===== src/rtl/cursor_list_of_handles_macros.svh =====
// ----------------------------------------------------------------------------
// cursor_list_of_handles_macros
// Assertion macros used by the cursor list sequencer (cloh_ctrl).
// ----------------------------------------------------------------------------
`ifndef CURSOR_LIST_OF_HANDLES_MACROS_SVH
`define CURSOR_LIST_OF_HANDLES_MACROS_SVH

// Same-cycle implication, disabled while reset is held
`define CLOH_ASSERT_IMPL(name, clk, rst_n, ante, cons, msg) \
    name: assert property (@(posedge clk) disable iff (!rst_n) (ante) |-> (cons)) \
        else $error(msg);

// Next-cycle implication, disabled while reset is held
`define CLOH_ASSERT_NEXT(name, clk, rst_n, ante, cons, msg) \
    name: assert property (@(posedge clk) disable iff (!rst_n) (ante) |=> (cons)) \
        else $error(msg);

`endif


===== src/rtl/cloh_pkg.sv =====
// ----------------------------------------------------------------------------
// cloh_pkg
// Shared constants, codes and types of the cursor list of handles.
// ----------------------------------------------------------------------------
`timescale 1ns / 1ps
`default_nettype none

package cloh_pkg;

    // Default configuration
    localparam int CAPACITY_DEF    = 256;
    localparam int HANDLE_BITS_DEF = 32;

    // Field widths on the stream ports
    localparam int ACTION_W   = 4;
    localparam int HANDLE_W   = 32;
    localparam int SEEK_W     = 10;
    localparam int LEN_W      = 9;
    localparam int CUR_W      = 10;
    localparam int STATUS_W   = 2;
    localparam int S_TDATA_W  = 48;
    localparam int M_TDATA_W  = 56;

    // Command codes
    localparam logic [ACTION_W-1:0] ACT_INS_BEFORE = 4'd0;
    localparam logic [ACTION_W-1:0] ACT_INS_AFTER  = 4'd1;
    localparam logic [ACTION_W-1:0] ACT_REMOVE     = 4'd2;
    localparam logic [ACTION_W-1:0] ACT_SEEK       = 4'd3;
    localparam logic [ACTION_W-1:0] ACT_ADVANCE    = 4'd4;
    localparam logic [ACTION_W-1:0] ACT_RETREAT    = 4'd5;
    localparam logic [ACTION_W-1:0] ACT_TO_START   = 4'd6;
    localparam logic [ACTION_W-1:0] ACT_TO_END     = 4'd7;
    localparam logic [ACTION_W-1:0] ACT_READ       = 4'd8;

    // Status codes
    localparam logic [STATUS_W-1:0] ST_OK      = 2'd0;
    localparam logic [STATUS_W-1:0] ST_FULL    = 2'd1;
    localparam logic [STATUS_W-1:0] ST_NO_ITEM = 2'd2;

    // Memory port enables
    typedef struct packed {
        logic wr_en;
        logic rd_en;
    } t_mem_ctl;

    // One result word
    typedef struct packed {
        logic [STATUS_W-1:0] status;
        logic [CUR_W-1:0]    cursor_index;
        logic [LEN_W-1:0]    list_length;
        logic                item_valid;
        logic [HANDLE_W-1:0] handle_out;
    } t_result;

endpackage

`default_nettype wire


===== src/rtl/cloh_ctrl.sv =====
// ----------------------------------------------------------------------------
// cloh_ctrl
// Command sequencer: cursor and length bookkeeping, and the shift engine that
// moves one stored handle per cycle through a single address stepper.
// ----------------------------------------------------------------------------
`timescale 1ns / 1ps
`default_nettype none

`include "cursor_list_of_handles_macros.svh"

module cloh_ctrl
    import cloh_pkg::*;
#(
    parameter  int CAPACITY    = CAPACITY_DEF,
    parameter  int HANDLE_BITS = HANDLE_BITS_DEF,
    localparam int AW          = $clog2(CAPACITY)
) (
    input  wire logic                   i_clk,
    input  wire logic                   i_rst_n,
    // command side
    input  wire logic                   i_cmd_valid,
    output logic                        o_cmd_ready,
    input  wire logic [ACTION_W-1:0]    i_action,
    input  wire logic [HANDLE_W-1:0]    i_item_handle,
    input  wire logic [SEEK_W-1:0]      i_seek_index,
    // memory side
    output t_mem_ctl                    o_mem_ctl,
    output logic      [AW-1:0]          o_waddr,
    output logic      [AW-1:0]          o_raddr,
    output logic      [HANDLE_BITS-1:0] o_wdata,
    input  wire logic [HANDLE_BITS-1:0] i_rdata,
    // result side
    output logic                        o_res_valid,
    input  wire logic                   i_res_free,
    output t_result                     o_result
);

    localparam int CW = $clog2(CAPACITY + 1);
    localparam int KW = CW + 1;
    localparam int SW = ((KW > SEEK_W) ? KW : SEEK_W) + 1;

    localparam logic signed [KW-1:0] K_ONE  = KW'(1);
    localparam logic signed [KW-1:0] K_NEG1 = '1;

    // Sequencer states
    localparam logic [2:0] S_IDLE  = 3'd0;
    localparam logic [2:0] S_SHIFT = 3'd1;
    localparam logic [2:0] S_PUT   = 3'd2;
    localparam logic [2:0] S_TAKE  = 3'd3;
    localparam logic [2:0] S_TAKEW = 3'd4;
    localparam logic [2:0] S_LOOK  = 3'd5;
    localparam logic [2:0] S_FETCH = 3'd6;
    localparam logic [2:0] S_DONE  = 3'd7;

    logic [2:0]              r_state,  n_state;
    logic [CW-1:0]           r_count,  n_count;
    logic signed [KW-1:0]    r_cursor, n_cursor;
    logic [STATUS_W-1:0]     r_status, n_status;
    logic [HANDLE_BITS-1:0]  r_hdl,    n_hdl;
    logic [HANDLE_BITS-1:0]  r_hout,   n_hout;
    logic [AW-1:0]           r_slot,   n_slot;
    logic [AW-1:0]           r_ptr,    n_ptr;
    logic [AW-1:0]           r_last,   n_last;
    logic [AW-1:0]           r_tgt,    n_tgt;
    logic [AW-1:0]           r_wa,     n_wa;
    logic                    r_pend,   n_pend;
    logic                    r_rdone,  n_rdone;
    logic                    r_up,     n_up;

    logic signed [KW-1:0]    w_cnt_s;
    logic                    w_on_item;
    logic                    w_full;
    logic signed [SW-1:0]    w_c_x;
    logic signed [SW-1:0]    w_n_x;
    logic signed [SW-1:0]    w_s_x;
    logic signed [SW-1:0]    w_s_adj;
    logic signed [SW-1:0]    w_seek_x;
    logic signed [KW-1:0]    w_slot_b;
    logic signed [KW-1:0]    w_slot_a;
    logic signed [KW-1:0]    w_slot_k;
    logic signed [KW-1:0]    w_cur_p1_k;
    logic [CW-1:0]           w_cnt_m1;
    logic [AW-1:0]           w_cur_a;
    logic [AW-1:0]           w_step;

    // Cursor and length views
    assign w_cnt_s   = {1'b0, r_count};
    assign w_on_item = !r_cursor[KW-1] && (r_cursor < w_cnt_s);
    assign w_full    = (r_count == CW'(CAPACITY));
    assign w_c_x     = {{(SW-KW){r_cursor[KW-1]}}, r_cursor};
    assign w_n_x     = {{(SW-CW){1'b0}}, r_count};
    assign w_cnt_m1  = r_count - CW'(1);
    assign w_cur_a   = r_cursor[AW-1:0];
    assign w_cur_p1_k = r_cursor + K_ONE;

    // Seek target: negative counts from the end, then clamp
    assign w_s_x    = {{(SW-SEEK_W){i_seek_index[SEEK_W-1]}}, i_seek_index};
    assign w_s_adj  = w_s_x[SW-1] ? (w_s_x + w_n_x) : w_s_x;
    assign w_seek_x = w_s_adj[SW-1]     ? '1 :
                      (w_s_adj >= w_n_x) ? w_n_x : w_s_adj;

    // Insert slots
    assign w_slot_b = (r_cursor >= w_cnt_s) ? w_cnt_s :
                      (r_cursor <= 0)       ? '0      : r_cursor;
    assign w_slot_a = (r_cursor >= w_cnt_s) ? w_cnt_s :
                      r_cursor[KW-1]        ? '0      : w_cur_p1_k;
    assign w_slot_k = (i_action == ACT_INS_BEFORE) ? w_slot_b : w_slot_a;

    // Shared address stepper: down for an upward shift, up for a downward one
    assign w_step = r_up ? (r_ptr - AW'(1)) : (r_ptr + AW'(1));

    // Sequencer
    always_comb begin
        n_state   = r_state;
        n_count   = r_count;
        n_cursor  = r_cursor;
        n_status  = r_status;
        n_hdl     = r_hdl;
        n_hout    = r_hout;
        n_slot    = r_slot;
        n_ptr     = r_ptr;
        n_last    = r_last;
        n_tgt     = r_tgt;
        n_wa      = r_wa;
        n_pend    = r_pend;
        n_rdone   = r_rdone;
        n_up      = r_up;
        o_mem_ctl = '0;
        o_raddr   = r_ptr;
        o_waddr   = r_wa;
        o_wdata   = i_rdata;

        unique case (r_state)
            S_IDLE: begin
                if (i_cmd_valid) begin
                    n_hdl    = HANDLE_BITS'(i_item_handle);
                    n_status = ST_OK;
                    n_state  = S_LOOK;
                    unique case (i_action) inside
                        ACT_INS_BEFORE, ACT_INS_AFTER: begin
                            if (w_full) begin
                                n_status = ST_FULL;
                            end else begin
                                n_slot = w_slot_k[AW-1:0];
                                if (w_slot_k < w_cnt_s) begin
                                    n_ptr   = w_cnt_m1[AW-1:0];
                                    n_last  = w_slot_k[AW-1:0];
                                    n_tgt   = r_count[AW-1:0];
                                    n_up    = 1'b1;
                                    n_pend  = 1'b0;
                                    n_rdone = 1'b0;
                                    n_state = S_SHIFT;
                                end else begin
                                    n_state = S_PUT;
                                end
                            end
                        end
                        ACT_REMOVE: begin
                            if (w_on_item) begin
                                n_state = S_TAKE;
                            end else begin
                                n_status = ST_NO_ITEM;
                            end
                        end
                        ACT_SEEK: begin
                            n_cursor = w_seek_x[KW-1:0];
                        end
                        ACT_ADVANCE: begin
                            if (r_cursor < w_cnt_s) begin
                                n_cursor = w_cur_p1_k;
                            end
                        end
                        ACT_RETREAT: begin
                            if (r_cursor != K_NEG1) begin
                                n_cursor = r_cursor - K_ONE;
                            end
                        end
                        ACT_TO_START: begin
                            n_cursor = K_NEG1;
                        end
                        ACT_TO_END: begin
                            n_cursor = w_cnt_s;
                        end
                        ACT_READ: begin
                            if (!w_on_item) begin
                                n_status = ST_NO_ITEM;
                            end
                        end
                        default: begin
                        end
                    endcase
                end
            end

            // One entry read and one written per cycle
            S_SHIFT: begin
                o_mem_ctl.rd_en = !r_rdone;
                o_mem_ctl.wr_en = r_pend;
                if (!r_rdone) begin
                    n_pend = 1'b1;
                    n_wa   = r_tgt;
                    n_tgt  = r_ptr;
                    if (r_ptr == r_last) begin
                        n_rdone = 1'b1;
                    end else begin
                        n_ptr = w_step;
                    end
                end else begin
                    n_pend  = 1'b0;
                    n_state = r_up ? S_PUT : S_DONE;
                end
            end

            // Drop the new handle into its slot
            S_PUT: begin
                o_mem_ctl.wr_en = 1'b1;
                o_waddr         = r_slot;
                o_wdata         = r_hdl;
                n_cursor        = {{(KW-AW){1'b0}}, r_slot};
                n_count         = r_count + CW'(1);
                n_hout          = r_hdl;
                n_state         = S_DONE;
            end

            // Fetch the handle being removed
            S_TAKE: begin
                o_mem_ctl.rd_en = 1'b1;
                o_raddr         = w_cur_a;
                n_state         = S_TAKEW;
            end

            S_TAKEW: begin
                n_hout  = i_rdata;
                n_count = w_cnt_m1;
                if (w_cur_p1_k < w_cnt_s) begin
                    n_ptr   = w_cur_p1_k[AW-1:0];
                    n_last  = w_cnt_m1[AW-1:0];
                    n_tgt   = w_cur_a;
                    n_up    = 1'b0;
                    n_pend  = 1'b0;
                    n_rdone = 1'b0;
                    n_state = S_SHIFT;
                end else begin
                    n_state = S_DONE;
                end
            end

            // Read the handle under the cursor
            S_LOOK: begin
                o_mem_ctl.rd_en = w_on_item;
                o_raddr         = w_cur_a;
                n_state         = S_FETCH;
            end

            S_FETCH: begin
                n_hout  = w_on_item ? i_rdata : '0;
                n_state = S_DONE;
            end

            S_DONE: begin
                if (i_res_free) begin
                    n_state = S_IDLE;
                end
            end

            default: begin
                n_state = S_IDLE;
            end
        endcase
    end

    // Control registers
    always_ff @(posedge i_clk) begin
        if (!i_rst_n) begin
            r_state  <= S_IDLE;
            r_count  <= '0;
            r_cursor <= K_NEG1;
            r_pend   <= 1'b0;
            r_rdone  <= 1'b0;
        end else begin
            r_state  <= n_state;
            r_count  <= n_count;
            r_cursor <= n_cursor;
            r_pend   <= n_pend;
            r_rdone  <= n_rdone;
        end
    end

    // Payload registers
    always_ff @(posedge i_clk) begin
        r_status <= n_status;
        r_hdl    <= n_hdl;
        r_hout   <= n_hout;
        r_slot   <= n_slot;
        r_ptr    <= n_ptr;
        r_last   <= n_last;
        r_tgt    <= n_tgt;
        r_wa     <= n_wa;
        r_up     <= n_up;
    end

    // Handshake and result word
    assign o_cmd_ready = (r_state == S_IDLE);
    assign o_res_valid = (r_state == S_DONE);

    always_comb begin
        o_result.handle_out   = HANDLE_W'(r_hout);
        o_result.item_valid   = w_on_item;
        o_result.list_length  = w_n_x[LEN_W-1:0];
        o_result.cursor_index = w_c_x[CUR_W-1:0];
        o_result.status       = r_status;
    end

    // Checks
    `CLOH_ASSERT_IMPL(a_rw_apart, i_clk, i_rst_n, o_mem_ctl.wr_en && o_mem_ctl.rd_en, o_waddr != o_raddr, "shift reads and writes the same entry")
    `CLOH_ASSERT_IMPL(a_cursor_range, i_clk, i_rst_n, 1'b1, (r_cursor >= K_NEG1) && (r_cursor <= w_cnt_s), "cursor outside -1..length")
    `CLOH_ASSERT_NEXT(a_one_cmd, i_clk, i_rst_n, i_cmd_valid && o_cmd_ready, !o_cmd_ready, "command taken while one is in work")
    `CLOH_ASSERT_NEXT(a_count_step, i_clk, i_rst_n, 1'b1, (r_count == $past(r_count)) || (r_count == $past(r_count) + CW'(1)) || (r_count == $past(r_count) - CW'(1)), "length moved by more than one")

endmodule

`default_nettype wire


===== config.mk =====
export PLATFORM = sky130hd
export DESIGN_NAME = cloh_ctrl
export DESIGN_NICKNAME = d
export VERILOG_FILES = /design/src/rtl/cloh_pkg.sv /design/src/rtl/cloh_ctrl.sv
export VERILOG_INCLUDE_DIRS = /design/src /design/src/rtl
export SDC_FILE = /design/constraint.sdc
export NUM_CORES = 1
export LEC_CHECK = 0
export ABC_CLOCK_PERIOD_IN_PS = 6900
export BUFFER_PORTS_ARGS = -buffer_cell sky130_fd_sc_hd__buf_2
export CORE_MARGIN = 2
export CORE_UTILIZATION = 45
export CTS_CLUSTER_SIZE = 24
export DETAILED_ROUTE_END_ITERATION = 7
export GPL_ROUTABILITY_DRIVEN = 0
export PLACE_DENSITY = 0.76
export SLEW_MARGIN = 15
export SYNTH_ARGS = -nofsm -noshare
export SYNTH_HDL_FRONTEND = slang
export SYNTH_SLANG_ARGS = --single-unit

===== constraint.sdc =====
create_clock -name i_clk -period 6.9 [get_ports i_clk]
set_input_delay 1.38 -clock i_clk [delete_from_list [all_inputs] [get_ports i_clk]]
set_output_delay 1.38 -clock i_clk [all_outputs]
set_load 0.02 [all_outputs]

==> qor.csv <==
stage,metric,value,unit
floorplanning,area of the die,20220,µm²
sta,"Hold Vio Cnt, Final",0,
clock_tree,postcts setup bufs,0,
clock_tree,Clock Latency Late Sink,0.43,ns
clock_tree,clk buf depth,2,
route,WL per Instance,21.19,µm
placed_design,port bufs,187,
yosys,Synthesized Nets,1060,
floorplanning,Core Footprint,18710,µm²
sta,Final Critical Period,6.400,ns
route,DRC viols,0,
worst_setup_path,Bufs and invs on worst path,2,
worst_setup_path,CP max stage cell,a41oi_2,
worst_setup_path,FF-to-FF path depth,20,
pwr,power per cell area,529.9,nW/µm²
yosys,Netlist cell types,72,
sta,count of pins over their slew limit,0,
clock_tree,CTS H-tree lvls,4,
clock_tree,CTS Hold Bufs,0,
clock_tree,root buffer cell,clkbuf_16,
yosys,Main synth FF type,edfxtp_1,
worst_setup_path,CP Launch Point,r_count[3]$_SDFFE_PN0P_,
status,status,"complete, no violations",
placed_design,HPWL after DPL,20470,µm
sta,"Setup violations, final",0,
global_routing,first-pass GRT wire length,42560,µm
clock_tree,post_cts resized,0,
route,vias per cell,6.145,
worst_setup_path,CP required,6.96,ns
worst_setup_path,Reg-to-Reg Start,r_count[3]$_SDFFE_PN0P_,
global_routing,total track usage,27.46,%
worst_setup_path,crit path to,r_ptr[2]$_DFFE_PP_,
yosys,"EDFF count, synth",107,
cells_and_area,design area,10260,µm²
worst_setup_path,CP cell instances,"clkinv_1, ha_1, a21oi_1, nor2b_1, o21ai_0, nand3b_1, a2111oi_0, ha_1, a41oi_2, o311ai_0, o21ai_0, inv_1, ha_1, a21o_1, a211oi_1, o211ai_1, o211ai_1, and4_4, a21oi_4, nor2_1",
worst_setup_path,kind of critical path,reg2reg,
clock_tree,CTS tree,yes,
yosys,Syn. warnings,0,
route,top routing layer used,met4,
floorplanning,Initial Util,45.94,%
worst_setup_path,crit path DAT,6.46,ns
sta,slew margin rel.,26.52,%
pwr,Peak VDD IR,0.0002302,V
yosys,sequential share of the synthesized area,42.98,%
sta,worst hold margin,0.4164,ns
worst_setup_path,CP peak stage delay,0.66,ns
worst_setup_path,"most used cell, CP",ha_1,
sta,Peak Freq,0.1562,GHz
worst_setup_path,CP endpoint kind,flop,
cells_and_area,area grow syn2layout,19.42,%
hold_path,worst min path class,reg2reg,
yosys,Synth Cell Area,8593,µm²
sta,fin crit share,92.76,%
route,metal2 WL,13310,µm
yosys,Yosys reg bits,131,
route,met3 routed WL,2926,µm
route,starting DRC count in detailed routing,909,
cells_and_area,antenna fix cells,0,
pwr,P_leak,4.392,nW
clock_tree,clk sinks,131,
placed_design,placed cells,1296,
sta,pin slew with the least headroom to its limit,1.098,ns
sta,unrepaired setup endpoints after global routing,false,
yosys,syn_area_per_cell,9.351,µm²
floorplanning,Die Wd,142.2,µm
floorplanning,row count,50,
cells_and_area,nets,1222,
cells_and_area,Finished Layout Cells,1328,
cells_and_area,fillers,1664,
global_routing,largest net degree at the start of global routing,49,
placed_design,placed instance area,9678,µm²
pwr,Final Power,5.438,mW
global_routing,vias in the first global route,7673,
yosys,gate count of the mapped netlist,919,
route,ANT nets after route,0,
route,Post-Route WL,28140,µm
clock_tree,cts bufs inserted,17,
route,vias,8161,
worst_setup_path,reg2reg setup slack,0.50,ns
flow_run,Max-Cap Viols,0,
sta,final setup TNS,0,ns
worst_setup_path,CP top delay family,compound AO/OA/AOI/OAI gates,
route,First-pass DRT Iterations,5,
worst_setup_path,CP Depth,20,
floorplanning,DIE HEIGHT,142.2,µm
floorplanning,num ports,188,
worst_setup_path,R2R Path End,r_ptr[2]$_DFFE_PP_,
route,WL met1,10720,µm
cells_and_area,share of cells above drive strength 1,23.58,%
worst_setup_path,Worst Path Max Fanout,19,
global_routing,initial antenna violation count,0,
sta,final setup skew,0.009288,ns
clock_tree,clock-pin transition on the worst setup and hold timing paths,0.06,ns
yosys,Synth async-reset ratio,0,%
worst_setup_path,Startpoint Class,flop,
global_routing,total gr overflow,0,
-- per-stage QoR --
step	setup slack (ns)	util [%]
2_1_floorplan	1.178	-
3_3_place_gp	1.124	51.74
3_5_place_dp	0.8215	51.74
4_1_cts	0.6682	54.86
5_1_grt	0.03345	54.86
6_report	0.4996	54.86
-- sequential cells by signal, indices dropped and copies added (netlist names), 2 cells and up --
register / cells
r_count: 9
r_cursor: 10
r_hdl: 32
r_hout: 32
r_last: 8
r_ptr: 8
r_slot: 8
r_state: 3
r_status: 2
r_tgt: 8
r_wa: 8
-- power breakdown --
part | total [mW] | internal [mW] | switching, mW
Clock | 0.883 | 0.482 | 0.401
Sequential | 1.56 | 1.29 | 0.268
Combinational | 3.00 | 1.10 | 1.90
Total | 5.44 | 2.87 | 2.57
-- kinds of logic after synthesis --
logic type | count (synthesis) | share of synthesized area (%)
AOI/OAI and AO/OA | 244 | 19.79
adders and majority gates | 59 | 8.765
buffers and inverters | 86 | 4.150
and+or+nand+nor | 339 | 17.88
muxes | 13 | 1.645
DFF | 131 | 42.98
xor gates and xnor gates | 47 | 4.790
-- area by class of cell --
type	count	area [µm²]	area share, %
clock inverters	15	158.9	1.548
multi-input cells	702	4553	44.37
flip-flops and latches	131	3694	35.99
well taps	234	292.8	2.853
inverters	30	112.6	1.097
repair buffers	199	1026	9.998
clock buffers	17	425.4	4.145
-- Yosys cell counts (6+ instances only) --
library cell,n,share of area (%)
o21ai_0,51,3.0
a211oi_1,10,0.87
a31oi_1,10,0.73
buf_1,10,0.44
nor3_1,18,1.0
inv_1,25,1.1
ha_1,57,8.3
a21oi_1,43,2.5
nand3_1,18,1.0
o22ai_1,7,0.51
o31ai_1,6,0.52
dfxtp_1,24,5.6
xnor2_1,27,2.8
mux2_2,9,1.2
nand4_1,6,0.44
edfxtp_1,107,37
buf_2,6,0.35
nor2_1,58,2.5
xor2_1,20,2.0
a22oi_1,16,1.4
and3_1,7,0.51
o21a_1,14,1.2
a21o_1,10,0.87
nor2b_1,7,0.51
clkbuf_1,36,1.6
nand2_1,183,8.0
a22o_1,32,3.3
nor4_1,11,0.80
-- metal layers --
metal | vias up | global-route usage, %
met5 | - | 0
met4 | 0 | 11.79
met3 | 114 | 6.864
met2 | 525 | 45.66
met1 | 3793 | 33.98
li1 | 3729 | -
-- worst min path at each step --
stage | start | slack, ns | cells after the start | endpoint
2_1_floorplan | r_tgt[0]$_DFFE_PP_ | 0.40 | 0 | r_wa[0]$_DFFE_PP_
3_3_place_gp | r_tgt[2]$_DFFE_PP_ | 0.40 | 0 | r_wa[2]$_DFFE_PP_
3_5_place_dp | r_tgt[2]$_DFFE_PP_ | 0.41 | 0 | r_wa[2]$_DFFE_PP_
4_1_cts | r_tgt[7]$_DFFE_PP_ | 0.42 | 0 | r_wa[7]$_DFFE_PP_
5_1_grt | r_tgt[5]$_DFFE_PP_ | 0.43 | 0 | r_wa[5]$_DFFE_PP_
6_report | r_tgt[0]$_DFFE_PP_ | 0.42 | 0 | r_wa[0]$_DFFE_PP_
-- cells in the final DEF (no fill, tap or decap), drive strengths merged, types with 11 or more instances in the layout --
cell    instances
a211oi         11
edfxtp        107
ha             57
clkbuf         17
nor2           58
o21a           14
xnor2          27
a22oi          16
nor3           19
dfxtp          24
nor4           13
a21oi          44
buf           199
o21ai          51
nand2         183
nand3          18
inv            33
xor2           20
a22o           32
(Power assumes the default switching activity.)
